### src/design/dtps_pkg.sv
`timescale 1ns / 1ps
// ----------------------------------------------------------------------------
// dtps_pkg
// Shared types, register codes and the window table builder of the pitch shifter.
// ----------------------------------------------------------------------------
package dtps_pkg;

    // Configuration register indexes.
    localparam logic [1:0] REG_OCTAVE     = 2'd0;
    localparam logic [1:0] REG_PHASE_STEP = 2'd1;
    localparam logic [1:0] REG_SWEEP_SPAN = 2'd2;

    localparam longint Q30_ONE     = 64'sd1073741824;
    localparam longint Q30_HALF_PI = 64'sd1686629713;

    // Configuration seen by the back end.
    typedef struct packed {
        logic signed [2:0] octave;
        logic [23:0]       phase_step;
        logic [23:0]       sweep_span;
    } dtps_cfg_t;

    // Back-end sequencer states.
    typedef enum logic [3:0] {
        ST_CLEAR,
        ST_IDLE,
        ST_WRITE,
        ST_MUL_LO,
        ST_MUL_HI,
        ST_READ0,
        ST_READ1,
        ST_TAP,
        ST_MAC,
        ST_OUT
    } dtps_state_t;

    // Cosine of entry k of a table of 2**tb entries, Q1.16, by a Taylor series
    // in Q30. Evaluated at elaboration only.
    function automatic logic signed [17:0] cos_entry(input int k, input int tb);
        longint t;
        longint q;
        longint r;
        longint x;
        longint arg;
        longint x2;
        longint h;
        longint c;
        t   = longint'(k) <<< (32 - tb);
        q   = (t >>> 30) & 64'sd3;
        r   = t & (Q30_ONE - 64'sd1);
        x   = (r * Q30_HALF_PI) >>> 30;
        arg = (q == 64'sd0 || q == 64'sd2) ? x : Q30_HALF_PI - x;
        x2  = (arg * arg) / Q30_ONE;
        h   = Q30_ONE;
        h   = Q30_ONE - ((x2 * h) / Q30_ONE) / 64'sd132;
        h   = Q30_ONE - ((x2 * h) / Q30_ONE) / 64'sd90;
        h   = Q30_ONE - ((x2 * h) / Q30_ONE) / 64'sd56;
        h   = Q30_ONE - ((x2 * h) / Q30_ONE) / 64'sd30;
        h   = Q30_ONE - ((x2 * h) / Q30_ONE) / 64'sd12;
        h   = Q30_ONE - ((x2 * h) / Q30_ONE) / 64'sd2;
        c   = (q == 64'sd1 || q == 64'sd2) ? -h : h;
        c   = (c + 64'sd8192) / 64'sd16384;
        if (c > 64'sd65536) c = 64'sd65536;
        if (c < -64'sd65536) c = -64'sd65536;
        return c[17:0];
    endfunction

    // Raised-cosine weight (1 - cos) / 2 in Q1.16.
    function automatic logic [16:0] window_weight(input int k, input int tb);
        logic signed [18:0] d;
        d = 19'sd65536 - 19'(cos_entry(k, tb));
        return d[17:1];
    endfunction

endpackage

### src/design/dtps_front.sv
`timescale 1ns / 1ps
// ----------------------------------------------------------------------------
// dtps_front
// Configuration registers, input acceptance and a two-entry request queue.
// ----------------------------------------------------------------------------
module dtps_front #(
    parameter int DELAY_DEPTH = 65536,
    parameter int SAMPLE_BITS = 24
) (
    input  logic                       aclk,
    input  logic                       aresetn,
    input  logic                       cfg_we,
    input  logic [1:0]                 cfg_addr,
    input  logic [23:0]                cfg_wdata,
    input  logic                       s_valid,
    output logic                       s_ready,
    input  logic [2*SAMPLE_BITS-1:0]   s_data,
    input  logic                       clearing,
    output logic                       q_valid,
    input  logic                       q_ready,
    output logic [2*SAMPLE_BITS-1:0]   q_data,
    output dtps_pkg::dtps_cfg_t        cfg
);

    localparam logic [63:0] SPAN_CAP = 64'(DELAY_DEPTH - 2) * 64'd256;

    dtps_pkg::dtps_cfg_t cfg_reg, cfg_next;
    logic [2*SAMPLE_BITS-1:0] q_mem_reg [2];
    logic       wr_ptr_reg, rd_ptr_reg;
    logic [1:0] count_reg, count_next;
    logic       push, pop;

    // Register writes; the span saturates at the store length minus two.
    always_comb begin
        cfg_next = cfg_reg;
        if (cfg_we) begin
            unique case (cfg_addr)
                dtps_pkg::REG_OCTAVE:     cfg_next.octave = cfg_wdata[2:0];
                dtps_pkg::REG_PHASE_STEP: cfg_next.phase_step = cfg_wdata;
                dtps_pkg::REG_SWEEP_SPAN: begin
                    if (64'(cfg_wdata) > SPAN_CAP) begin
                        cfg_next.sweep_span = SPAN_CAP[23:0];
                    end else begin
                        cfg_next.sweep_span = cfg_wdata;
                    end
                end
                default: cfg_next = cfg_reg;
            endcase
        end
    end

    always_ff @(posedge aclk) begin
        if (!aresetn) begin
            cfg_reg.octave     <= 3'sd0;
            cfg_reg.phase_step <= 24'd2796;
            cfg_reg.sweep_span <= 24'd0;
        end else begin
            cfg_reg <= cfg_next;
        end
    end

    assign cfg = cfg_reg;

    // Request queue.
    assign s_ready    = (count_reg != 2'd2) && !clearing;
    assign push       = s_valid && s_ready;
    assign q_valid    = (count_reg != 2'd0);
    assign pop        = q_valid && q_ready;
    assign q_data     = q_mem_reg[rd_ptr_reg];
    assign count_next = count_reg + {1'b0, push} - {1'b0, pop};

    always_ff @(posedge aclk) begin
        if (!aresetn) begin
            wr_ptr_reg <= 1'b0;
            rd_ptr_reg <= 1'b0;
            count_reg  <= 2'd0;
        end else begin
            if (push) wr_ptr_reg <= !wr_ptr_reg;
            if (pop) rd_ptr_reg <= !rd_ptr_reg;
            count_reg <= count_next;
        end
    end

    always_ff @(posedge aclk) begin
        if (push) q_mem_reg[wr_ptr_reg] <= s_data;
    end

endmodule

### config.mk
export PLATFORM = sky130hd
export DESIGN_NAME = dtps_front
export DESIGN_NICKNAME = d
export VERILOG_FILES = /design/src/design/dtps_pkg.sv /design/src/design/dtps_front.sv
export SDC_FILE = /design/constraint.sdc
export NUM_CORES = 1
export LEC_CHECK = 0
export ABC_CLOCK_PERIOD_IN_PS = 5000
export BUFFER_PORTS_ARGS = -buffer_cell sky130_fd_sc_hd__buf_2
export CORE_MARGIN = 4
export CORE_UTILIZATION = 50
export DETAILED_ROUTE_END_ITERATION = 8
export PLACE_DENSITY = 0.79
export SKIP_CTS_REPAIR_TIMING = 1
export SYNTH_ARGS = -nofsm -noshare
export SYNTH_HDL_FRONTEND = slang
export SYNTH_SLANG_ARGS = --single-unit
### constraint.sdc
create_clock -name aclk -period 5 [get_ports aclk]
set_clock_uncertainty 0.1 [all_clocks]
set_input_delay 1.25 -clock aclk [delete_from_list [all_inputs] [get_ports aclk]]
set_output_delay 1.25 -clock aclk [all_outputs]
set_load 0.05 [all_outputs]
Word-level counts from Yosys, hierarchy flattened

Memory sizes are Yosys's and may differ from the RTL's. A register that Yosys moved wholly into a read port is not among the register bits.
Index checks and enable logic that the tools add are counted.

Bits in registers: 55
Memory bits (writable): 96
Output and inout port bits: 101
Memories: 1
Input bits: 80
Latch bits: 0
Word-level logic and storage cells: 29
Memory bits (read-only): 0

Bitwise gates (word level): 0
Multiplexer cells: 5
$mul: 0
Div/mod/pow operators: 0
Add/subtract/negate cells: 2
Reductions and logical operators: 11
Equality and inequality tests: 3
Order comparisons: 1
Shift-type cells: 0

Memories:

| memory    | depth | width | read ports | clocked after Yosys merged registers in | write ports | line             | source |
|---|---|---|---|---|---|---|---|
| q_mem_reg | 2     | 48    | 1          | 1                                       | 1           | dtps_front.sv:28 | `logic [2*SAMPLE_BITS-1:0] q_mem_reg [2];` |

Operator list:

| operator             | number |
|---|---|
| $gt 24x24->1 const B | 1 |
| $mux 24              | 1 |
| $reduce_and 2->1     | 3 |
| $mux 1               | 4 |
| $logic_and 1x1->1    | 3 |
| $logic_not 1->1      | 3 |
| $add 2x1->2          | 1 |
| $eq 2x1->1 const B   | 1 |
| $eq 2x2->1 const B   | 1 |
| $logic_not 2->1      | 1 |
| $ne 2x2->1 const B   | 1 |
| $reduce_bool 2->1    | 1 |
| $sub 2x1->2          | 1 |

Logic depth before layout (Yosys ltp)

Gate-level depths: netlist (run 1).

Word-level depth: 5
Mapped depth: 8
Mapped depth without buffers: 8

Worst setup path after synthesis (run 1)

No wires, ideal clock.

Path type: input-to-reg
From: in clearing
To: mem q_mem_reg[0][0] in the netlist's numbering (enable)
Buffers on the path: 0
Arrival time: 3.593 ns
Cell stages on the path: 2
Library setup time: 0.455 ns
Setup slack: 0.852 ns
Required time: 4.445 ns
Cell sequence: a211o_1 > nor2_1

Cells in the longest elaborated chain, start to end: 5

RTL lines:

| element                      | line             | source |
|---|---|---|
| start, declared              | dtps_front.sv:18 | `input logic clearing,` |
| $logic_not 1->1              | dtps_front.sv:65 | `assign s_ready = (count_reg != 2'd2) && !clearing;` |
| $logic_and 1x1->1            | dtps_front.sv:65 |  |
| $logic_and 1x1->1            | dtps_front.sv:66 | `assign push = s_valid && s_ready;` |
| $mux 1                       | dtps_front.sv:85 | `if (push) q_mem_reg[wr_ptr_reg] <= s_data;` |
| $mux 1 (implied by the code) | dtps_front.sv:85 |  |
| end, declared                | dtps_front.sv:28 |  |

Every way passes these cells.

==> results of run 1 <==
[metal layers]
layer / vias up / GRT usage / routed length (um) / share of wire
li1: 1819 / - / - / -
met1: 1779 / 0.214 / 4610 / 0.38
met2: 155 / 0.311 / 5930 / 0.49
met3: 8 / 0.0708 / 1340 / 0.11
met4: 0 / 0.0681 / 109 / 0.0091
met5: - / 0 / 0 / 0
[metrics by stage]
step | power, uW | instances
final | 3650 | 743
after global routing | 3800 | 742
after CTS | 3690 | 742
after detailed placement | 2400 | 710
after global placement | 2380 | 710
after floorplan | 2190 | 410
[how the worst max path moves through the flow]
| stage | end | depth (start not counted) | startpoint |
|---|---|---|---|
| floorplan | q_mem_reg[0][0]$_DFFE_PP_ | 2 | clearing |
| global placement | q_data[22] | 2 | register |
| detailed placement | s_ready | 3 | clearing |
| CTS | q_data[22] | 2 | register |
| global route | q_data[22] | 2 | register |
| finish | q_data[22] | 2 | register |
[critical path: cells and delay by family, from the launching register on]
family	cells	cell delay, ps
flops	1	1060
buf+inv	1	210
mux	1	440
[power breakdown]
group / internal, uW / total [uW] / switching (uW)
clock: 817 / 1290 / 471
combinational: 260 / 862 / 602
sequential: 1420 / 1500 / 76.3
[cell usage in the layout (no fill, tap or decap), types with 2 or more instances in the layout]
cell type,Yosys,layout
sky130_fd_sc_hd__ha_1,2,2
sky130_fd_sc_hd__clkbuf_1,6,3
sky130_fd_sc_hd__and3b_1,2,2
sky130_fd_sc_hd__xnor2_1,3,3
sky130_fd_sc_hd__nand4_1,2,2
sky130_fd_sc_hd__and2_1,9,9
sky130_fd_sc_hd__a21boi_1,2,2
sky130_fd_sc_hd__clkbuf_8,0,2
sky130_fd_sc_hd__mux2i_1,3,3
sky130_fd_sc_hd__mux2_2,48,48
sky130_fd_sc_hd__o21ai_0,5,5
sky130_fd_sc_hd__a21boi_0,30,30
sky130_fd_sc_hd__nor2b_1,5,5
sky130_fd_sc_hd__inv_1,3,3
sky130_fd_sc_hd__inv_6,0,2
sky130_fd_sc_hd__clkbuf_16,0,22
sky130_fd_sc_hd__nand2_1,88,88
sky130_fd_sc_hd__clkinv_4,0,2
sky130_fd_sc_hd__dfxtp_1,56,55
sky130_fd_sc_hd__nand3b_1,2,2
sky130_fd_sc_hd__buf_2,14,180
sky130_fd_sc_hd__edfxtp_1,96,96
sky130_fd_sc_hd__o21ai_1,4,4
sky130_fd_sc_hd__nand3_1,16,16
[kinds of logic (layout without fill, tap and decap cells)]
| logic type | after synthesis | after routing |
|---|---|---|
| XOR/XNOR | 3 | 3 |
| other | 0 | 1 |
| multiplexers | 51 | 51 |
| buffers and inverters | 24 | 216 |
| AND/OR/NAND/NOR | 133 | 133 |
| flip-flops | 152 | 152 |
| AO/OA/AOI/OAI | 45 | 45 |
| adder cells (fa/ha/maj) | 2 | 2 |
[area by class of cell]
class	count	area [um2]
Timing Repair Buffer	181	908
Tap cell	140	175
Antenna cell	1	2.50
Clock inverter	5	42.5
Clock buffer	27	589
Sequential cell	152	4010
Inverter	3	11.3
Fill cell	837	3670
Multi-Input combinational cell	234	1580
==> metrics.md, run 1 <==
| Metric | Value |
|---|---|
| Core ar. | 11000 um2 |
| Capture instance of the worst register-to-register path | q_mem_reg[1][20]$_DFFE_PP_ |
| Cells along the critical path | mux2_2 -> buf_2 |
| Final cycle utilization of the critical path | 0.702 |
| Ys Warns | 0 |
| Simple-gate area share of the yosys netlist | 0.111 |
| GR Overflow Total | 0 |
| TritonCTS Buffers | 17 |
| Die boundary height | 115 um |
| R2r worst-path depth | 3 |
| Xor-xnor portion of the synthesized cell area | 0.00462 |
| Post-route cell area | between 7000 and 8000 um2 |
| Cell with the biggest individual delay on the critical path | sky130_fd_sc_hd__dfxtp_2 |
| Avg Vias per Cell | 5.06 |
| Delay of the slowest cell on the worst path | 1060 ps |
| Post-synthesis instance total | 410 |
| Unique masters post-synth | 34 |
| Setup slack after layout | between 1000 and 1500 ps |
| EDFF count, synth | 96 |
| Total number of H-tree levels | 4 |
| Post-synthesis instance area | between 5000 and 6000 um2 |
| Post-detail-place hpwl | 8430 um |
| DRC errors left | 0 |
| Max-slew violation count | 0 |
| Number of routed nets with antenna violations | 0 |
| Main combinational cell family by area after synthesis | simple AND/OR/NAND/NOR gates |
| Post-synth top flop | sky130_fd_sc_hd__edfxtp_1 |
| Clk Latency, worst-skew pair | around 400 ps |
| Number of antenna violations at the first check in global routing | 0 |
| Overall die width | about 110 um |
| Worst Tran Pin Value | around 1100 ps |
| Clock tree buffer depth | 2 |
| Pin count of the biggest net entering global routing | just over 60 |
| Boundary Pins | approximately 180 |
| Global Route Usage Sum | 0.185 |
| Post-placement worst setup slack | roughly 1900 ps |
| Detail-routed net length per standard cell | around 16 um |
| Leading area contributor after synthesis | sky130_fd_sc_hd__edfxtp_1 |
| Result of the run | finished clean |
| Worst-case hold path end point | cfg[4]$_SDFFE_PN0P_ |
| Hold Startpoint | cfg[4]$_SDFFE_PN0P_ |
| Routability congestion estimate from global placement | between 0.7 and 0.8 |
| Count of buffers from port buffering | between 150 and 200 |
| Initial standard-cell utilization of the core | 0.518 |
| Sequential element share of the synthesized area | 0.704 |
| Worst-path clk slew | ~50 ps |
| Category of the worst setup path capture point | primary output |
| DIE AREA | about 13000 um2 |
| Multiplexer fraction of the synthesized cell area | 0.100 |
| Compound-gate portion of the synthesized area | 0.0559 |
| Total of endpoints with negative setup slack in the final report | 0 |
| Mean area per synthesized cell | roughly 14 um2 |
| Share of the core filled with cells in the final layout | 0.666 |
| Leakage dissipation | about 0.0029 uW |
| Post-detailed-routing wire length | roughly 12000 um |
| Setup TNS after final layout | 0 ps |
| Number of detailed-route iterations in the first pass | 4 |
| First-pass GRT wire length | around 19000 um |
| Fraction of registers with async set/reset | 0 |
| Number of synthesized register bits | roughly 150 |
| Hold depth | 2 |
| Via count of the first global-routing pass | slightly below 4000 |
| Critical path start-end classification | reg2out |
| Cells taking the most area after synthesis | sky130_fd_sc_hd__edfxtp_1 (51%), sky130_fd_sc_hd__dfxtp_1 (20%), sky130_fd_sc_hd__mux2_2 (9.5%) |
| Worst setup SP type | register |
| Site Rows | 38 |
| Most instantiated library cell after synthesis | sky130_fd_sc_hd__edfxtp_1 |
| Root cell of the clock tree | sky130_fd_sc_hd__clkbuf_16 |
| Number of clock sinks seen by CTS | approximately 150 |
| WP data required | 3650 ps |
| Launch instance of the worst register-to-register path | count_reg[0]$_SDFF_PN0_ |
| Portion of synthesized cell area occupied by the leading cell type | 0.507 |
| Vias after detailed routing | around 3800 |
| Share of post-route cells with drive strength above 1 | 0.445 |
| Setup repair after global routing missed its margin | no |
| Worst-case hold slack | roughly 350 ps |
| Min-delay worst type | reg2reg |
| Worst Path Max Fanout | 48 |
| Total number of nets in the final design | 671 |
| Worst R2R Setup Slack | 2940 ps |
| TritonCTS clock tree | done |
| Worst-case vdd ir drop | 302 uV |
| Cell area after placement | approximately 6700 um2 |
| Drt first-iter violations | between 200 and 250 |
| Minimum clock period | 3510 ps |
| Worst slew margin | 0.236 |
| Synth Area in Adders | 0.00440 |
| Worst EP arrival | roughly 2200 ps |
| Final Hold Viols | 0 |
| Max FFs per register | 96 |
| Syn nets | just under 500 |
| Ranking of synthesized cells by instance count | sky130_fd_sc_hd__edfxtp_1 (96), sky130_fd_sc_hd__nand2_1 (88), sky130_fd_sc_hd__dfxtp_1 (56) |
| Maximum operating frequency | about 280 MHz |
| PwrDens | approximately 500 nW/um2 |
| Layout overhead on the synthesized area | 28.6% |
| # Max-Cap Violations | 0 |
Power figures use the tool's default switching activity.
==> run 2: changes to the inputs <==
--- a/config.mk
+++ b/config.mk
@@ -5,12 +5,12 @@
 export SDC_FILE = /design/constraint.sdc
 export NUM_CORES = 1
 export LEC_CHECK = 0
-export ABC_CLOCK_PERIOD_IN_PS = 5000
+export ABC_CLOCK_PERIOD_IN_PS = 3010
 export BUFFER_PORTS_ARGS = -buffer_cell sky130_fd_sc_hd__buf_2
 export CORE_MARGIN = 4
-export CORE_UTILIZATION = 50
+export CORE_UTILIZATION = 46
 export DETAILED_ROUTE_END_ITERATION = 8
-export PLACE_DENSITY = 0.79
+export PLACE_DENSITY = 0.76
 export SKIP_CTS_REPAIR_TIMING = 1
 export SYNTH_ARGS = -nofsm -noshare
 export SYNTH_HDL_FRONTEND = slang
==> constraint.sdc (replaced) <==
create_clock -name aclk -period 3.01 [get_ports aclk]
set_clock_uncertainty 0.1 [all_clocks]
set_input_delay 0.7525 -clock aclk [delete_from_list [all_inputs] [get_ports aclk]]
set_output_delay 0.7525 -clock aclk [all_outputs]
set_load 0.05 [all_outputs]
==> metrics.md, run 2 (synthesized netlist as in run 1, its figures left out) <==
| Metric | Value |
|---|---|
| Result of the run | finished clean |
| Worst-case vdd ir drop | about 340 uV |
| Final total power | about 5800 uW |
| Pin count of the biggest net entering global routing | 50 |
| WP data required | 2160 ps |
| Total number of H-tree levels | 4 |
| GR Overflow Total | 0 |
| Crit path max-delay family | buffers and inverters |
| Share of post-route cells with drive strength above 1 | 0.443 |
| Launch instance of the worst register-to-register path | count_reg[1]$_SDFF_PN0_ |
| Site Rows | 40 |
| Capture instance of the worst register-to-register path | count_reg[1]$_SDFF_PN0_ |
| Cells along the critical path | buf_12 -> mux2_2 -> buf_2 |
| Setup slack after layout | roughly 530 ps |
| Worst R2R Setup Slack | approximately 1100 ps |
| Cell with the biggest individual delay on the critical path | sky130_fd_sc_hd__mux2_2 |
| Stages on the worst setup path | 3 |
| Most frequent standard cell in the layout excluding fill and tap cells | sky130_fd_sc_hd__buf_2 |
| Number of detailed-route iterations in the first pass | 4 |
| Antenna diodes | 0 |
| Critical path start-end classification | reg2out |
| Die boundary height | between 100 and 150 um |
| Category of the worst setup path capture point | primary output |
| Combined buffer and inverter count along the critical path | 2 |
| Count of buffers from port buffering | between 150 and 200 |
| Post-detail-place hpwl | roughly 8800 um |
| Clock tree buffer depth | 2 |
| Sw frac | 0.327 |
| Via count of the first global-routing pass | 4087 |
| Vias after detailed routing | around 3900 |
| Number of antenna violations at the first check in global routing | 0 |
| Maximum operating frequency | ~400 MHz |
| Post-detailed-routing wire length | 12500 um |
| Storage element area | ~4000 um2 |
| TritonCTS clock tree | done |
| First-pass GRT wire length | between 20000 and 25000 um |
| Core ar. | between 10000 and 15000 um2 |
| Minimum clock period | 2480 ps |
| Overall die width | about 120 um |
| Endpoint of the most critical setup path | q_data[13] |
| Worst EP arrival | ~1600 ps |
| # Max-Cap Violations | 0 |
| Number of clock sinks seen by CTS | around 150 |
| Cell area after placement | 6810 um2 |
| Fillers | ~1000 |
| Final Hold Viols | 0 |
| Internal power | around 3900 uW |
| Worst-path clk slew | 60 ps |
| Drt first-iter violations | ~220 |
| Delay of the slowest cell on the worst path | approximately 380 ps |
| Most used cells in the layout excluding fill and tap cells | sky130_fd_sc_hd__buf_2 (180), sky130_fd_sc_hd__edfxtp_1 (96), sky130_fd_sc_hd__nand2_1 (88), sky130_fd_sc_hd__dfxtp_1 (55), sky130_fd_sc_hd__mux2_2 (48) |
| Total number of nets in the final design | slightly below 700 |
| Worst Tran Pin Value | 880 ps |
| PwrDens | ~800 nW/um2 |
| Global Route Usage Sum | 0.181 |
| Multi-input combinational cell area | between 1500 and 2000 um2 |
| Part of the power in combinational logic | 0.264 |
| Power share of the sequential group | 0.413 |
| Post-route cell area | roughly 7300 um2 |
| R2r worst-path depth | 8 |
| Total of endpoints with negative setup slack in the final report | 0 |
| Worst slew margin | 0.413 |
| Psw | about 1900 uW |
| Detail-routed net length per standard cell | 16.1 um |
| Final cycle utilization of the critical path | 0.825 |
| Layout overhead on the synthesized area | 28.8% |
| Worst setup SP type | register |
| Hold Startpoint | cfg[29]$_SDFFE_PN1P_ |
| Initial standard-cell utilization of the core | 0.471 |
| DIE AREA | roughly 14000 um2 |
| Leakage dissipation | about 0.0029 uW |
| Clk Latency, worst-skew pair | 410 ps |
| Routability congestion estimate from global placement | 0.808 |
| Avg Vias per Cell | 4.98 |
| Boundary Pins | between 150 and 200 |
| Root cell of the clock tree | sky130_fd_sc_hd__clkbuf_16 |
| Clock power share | 0.323 |
| Max FFs per register | 96 |
| Post-placement worst setup slack | roughly 680 ps |
| TritonCTS Buffers | 17 |
| DRC errors left | 0 |
| Worst Path Max Fanout | 48 |
| Setup TNS after final layout | 0 ps |
| Setup repair after global routing missed its margin | no |
| Number of routed nets with antenna violations | 0 |
| Min-delay worst type | reg2reg |
| Max-slew violation count | 0 |
==> run 2: cell types whose count changed in the layout (fill, tap and decap cells not counted) <==
cell / previous run / this run
sky130_fd_sc_hd__buf_12: 0 / 3
sky130_fd_sc_hd__inv_6: 2 / 0
sky130_fd_sc_hd__clkbuf_16: 22 / 17
sky130_fd_sc_hd__clkinv_1: 0 / 5
sky130_fd_sc_hd__clkinv_4: 2 / 1
sky130_fd_sc_hd__diode_2: 1 / 0
sky130_fd_sc_hd__bufinv_16: 0 / 1
sky130_fd_sc_hd__buf_4: 1 / 5
sky130_fd_sc_hd__clkbuf_8: 2 / 0
sky130_fd_sc_hd__clkinv_2: 0 / 4
==> run 2: routing by layer <==
layer | global-route usage | wire length [um]
met5 | 0 | 0
met4 | 0.0760 | 239
met3 | 0.0783 | 1310
met2 | 0.290 | 5890
met1 | 0.214 | 5050
==> run 2: power by group through the flow <==
stage	combinational [uW]	sequential [uW]	clock [uW]
finish	1550	2410	1890
global route	1630	2430	2030
CTS	1570	2420	1930
detailed placement	1560	2460	0
global placement	1550	2450	0
floorplan	1110	2530	0
==> run 2: cell type report <==
class | instances | area share
Sequential cell | 152 | 0.547
Tap cell | 168 | 0.0287
Multi-Input combinational cell | 234 | 0.216
Clock inverter | 12 | 0.0116
Timing Repair Buffer | 188 | 0.136
Clock buffer | 20 | 0.0596
Inverter | 3 | 0.00154
==> run 2: worst min-delay path: stages (launching register included) <==
cell and delay, ps:
sky130_fd_sc_hd__dfxtp_1 320, sky130_fd_sc_hd__nand2_1 50, sky130_fd_sc_hd__nand3_1 70
==> run 2: stage by stage <==
| stage | cells | hold WS [ps] | util |
|---|---|---|---|
| finish | 777 | 363 | 0.607 |
| global route | 777 | 391 | 0.607 |
| CTS | 777 | 365 | 0.607 |
| detailed placement | 745 | 355 | 0.564 |
| global placement | 745 | 338 | 0.564 |
| floorplan | 410 | 404 | - |
==> run 2: how the worst min path moves through the flow <==
| stage | to | slack (ps) | cells after the start |
|---|---|---|---|
| final | cfg[29]$_SDFFE_PN1P_ | 360 | 2 |
| after global routing | cfg[6]$_SDFFE_PN0P_ | 390 | 2 |
| after CTS | cfg[5]$_SDFFE_PN0P_ | 370 | 2 |
| after detailed placement | cfg[31]$_SDFFE_PN1P_ | 350 | 2 |
| after global placement | cfg[47]$_SDFFE_PN0P_ | 340 | 2 |
| after floorplan | register | 400 | 2 |
==> run 3: changes to the inputs <==
--- a/config.mk
+++ b/config.mk
@@ -5,7 +5,7 @@
 export SDC_FILE = /design/constraint.sdc
 export NUM_CORES = 1
 export LEC_CHECK = 0
-export ABC_CLOCK_PERIOD_IN_PS = 3010
+export ABC_CLOCK_PERIOD_IN_PS = 2000
 export BUFFER_PORTS_ARGS = -buffer_cell sky130_fd_sc_hd__buf_2
 export CORE_MARGIN = 4
 export CORE_UTILIZATION = 46
==> constraint.sdc (replaced) <==
create_clock -name aclk -period 2 [get_ports aclk]
set_clock_uncertainty 0.1 [all_clocks]
set_input_delay 0.5 -clock aclk [delete_from_list [all_inputs] [get_ports aclk]]
set_output_delay 0.5 -clock aclk [all_outputs]
set_load 0.05 [all_outputs]
==> metrics.md, run 3 (synthesized netlist as in run 1, its figures left out) <==
| Metric | Value |
|---|---|
| Combined buffer and inverter count along the critical path | 2 |
| Crit path max-delay family | flip-flops |
| Category of the worst setup path capture point | primary output |
| Most frequent standard cell in the layout excluding fill and tap cells | sky130_fd_sc_hd__buf_2 |
| Boundary Pins | between 150 and 200 |
| Worst Tran Pin Value | between 300 and 400 ps |
| First-pass GRT wire length | between 15000 and 20000 um |
| Worst-case hold path end point | q_mem_reg[0][47]$_DFFE_PP_ |
| Post-detailed-routing wire length | between 10000 and 15000 um |
| Number of detailed-route iterations in the first pass | 4 |
| Initial standard-cell utilization of the core | 0.471 |
| Final total power | 9320 uW |
| # Max-Cap Violations | 0 |
| TritonCTS Buffers | 17 |
| Site Rows | 40 |
| Maximum operating frequency | 459 MHz |
| Core ar. | approximately 12000 um2 |
| Worst setup SP type | register |
| Cell area after placement | around 6900 um2 |
| Cells along the critical path | buf_8 -> mux2_2 -> buf_2 |
| DIE AREA | between 10000 and 15000 um2 |
| Cell with the biggest individual delay on the critical path | sky130_fd_sc_hd__dfxtp_4 |
| Pin count of the biggest net entering global routing | just under 50 |
| Setup slack after layout | -178 ps |
| Critical path start-end classification | reg2out |
| Root cell of the clock tree | sky130_fd_sc_hd__clkbuf_16 |
| Number of clock sinks seen by CTS | 152 |
| Most used cells in the layout excluding fill and tap cells | sky130_fd_sc_hd__buf_2 (146), sky130_fd_sc_hd__edfxtp_1 (96), sky130_fd_sc_hd__nand2_1 (88), sky130_fd_sc_hd__dfxtp_1 (55), sky130_fd_sc_hd__mux2_2 (43) |
| Total number of nets in the final design | approximately 700 |
| WP data required | about 1400 ps |
| Vias after detailed routing | approximately 3900 |
| Leakage dissipation | approximately 0.003 uW |
| Minimum clock period | 2180 ps |
| Setup TNS after final layout | -6740 ps |
| Result of the run | finished, violations left |
| Die boundary height | roughly 120 um |
| Storage element area | around 4000 um2 |
| Final cycle utilization of the critical path | 1.09 |
| Worst-path clk slew | ~60 ps |
| Detail-routed net length per standard cell | roughly 17 um |
| Antenna diodes | 0 |
| Number of antenna violations at the first check in global routing | 0 |
| Worst Path Max Fanout | 12 |
| Hold Startpoint | s_data[47] |
| Worst EP arrival | ~1600 ps |
| PwrDens | around 1200 nW/um2 |
| Hold depth | 1 |
| Drt first-iter violations | between 200 and 250 |
| Clock tree buffer depth | 2 |
| Launch instance of the worst register-to-register path | count_reg[0]$_SDFF_PN0_ |
| Cell total after placement | about 750 |
| GR Overflow Total | 0 |
| Fillers | about 920 |
| Delay of the slowest cell on the worst path | around 420 ps |
| R2r worst-path depth | 8 |
| Min-delay worst type | in2reg |
| Post-detail-place hpwl | around 8600 um |
| Worst-case vdd ir drop | ~490 uV |
| Max FFs per register | 96 |
| Overall die width | about 120 um |
| Worst slew margin | 0.745 |
| Avg Vias per Cell | 4.93 |
| DRC errors left | 0 |
| TritonCTS clock tree | done |
| Count of buffers from port buffering | 180 |
| Layout overhead on the synthesized area | 35.7% |
| Multi-input combinational cell area | 1620 um2 |
| Final Hold Viols | 0 |
| Total number of H-tree levels | 4 |
| Number of routed nets with antenna violations | 0 |
| Routability congestion estimate from global placement | around 0.82 |
| Share of post-route cells with drive strength above 1 | 0.468 |
| Worst-case hold slack | approximately 170 ps |
| Global Route Usage Sum | 0.177 |
| Total of endpoints with negative setup slack in the final report | 48 |
| Clk Latency, worst-skew pair | 410 ps |
| Post-route cell area | 7720 um2 |
| Final instance count without filler cells | about 790 |
| Worst R2R Setup Slack | around 100 ps |
| Violations in the final reports | negative setup slack |
| Setup repair after global routing missed its margin | yes |
| Via count of the first global-routing pass | 3991 |
| Capture instance of the worst register-to-register path | count_reg[1]$_SDFF_PN0_ |
| Max-slew violation count | 0 |
run 3: changes by cell type in the layout (fill, tap and decap cells not counted), moves of 2 or more:
| cell | previous run | this run |
|---|---|---|
| sky130_fd_sc_hd__clkinvlp_4 | 1 | 4 |
| sky130_fd_sc_hd__clkinv_1 | 5 | 0 |
| sky130_fd_sc_hd__mux2_4 | 0 | 5 |
| sky130_fd_sc_hd__clkbuf_1 | 3 | 1 |
| sky130_fd_sc_hd__clkbuf_16 | 17 | 19 |
| sky130_fd_sc_hd__buf_4 | 5 | 10 |
| sky130_fd_sc_hd__buf_2 | 180 | 146 |
| sky130_fd_sc_hd__mux2_2 | 48 | 43 |
| sky130_fd_sc_hd__buf_6 | 0 | 34 |
| sky130_fd_sc_hd__clkinvlp_2 | 0 | 3 |
run 3: how the worst max path moves through the flow:
stage / from / to / cells after the start
floorplan: clearing / q_mem_reg[0][0]$_DFFE_PP_ / 2
global placement: clearing / count_reg[1]$_SDFF_PN0_ / 8
detailed placement: clearing / count_reg[1]$_SDFF_PN0_ / 8
CTS: register / q_data[9] / 3
global route: register / q_data[33] / 3
finish: register / q_data[16] / 3
run 3: cell type report:
cell class,count,share of cell area
Sequential cell,152,0.519
Clock buffer,18,0.0556
Inverter,3,0.00146
Timing Repair Buffer,197,0.173
Tap cell,168,0.0272
Clock inverter,14,0.0141
Multi-Input combinational cell,234,0.209
run 3: per-stage QoR:
step | utilization | setup slack, ps
final | 0.640 | -178
after CTS | 0.614 | -253
after global placement | 0.570 | 13.3
after global routing | 0.640 | -226
after floorplan | - | -58.0
after detailed placement | 0.570 | -23.9
run 3: power breakdown:
part / switching [uW] / internal, uW
registers: 88.8 / 3560
logic: 1740 / 1030
clock network: 1210 / 1690
run 3: routing by layer:
| layer | global-route usage | vias to the layer above | part of all wire |
|---|---|---|---|
| met1 | 0.211 | 1839 | 0.40 |
| met4 | 0.0782 | 0 | 0.020 |
| met3 | 0.0802 | 21 | 0.10 |
| met5 | 0 | - | 0 |
| li1 | - | 1852 | - |
| met2 | 0.276 | 161 | 0.48 |
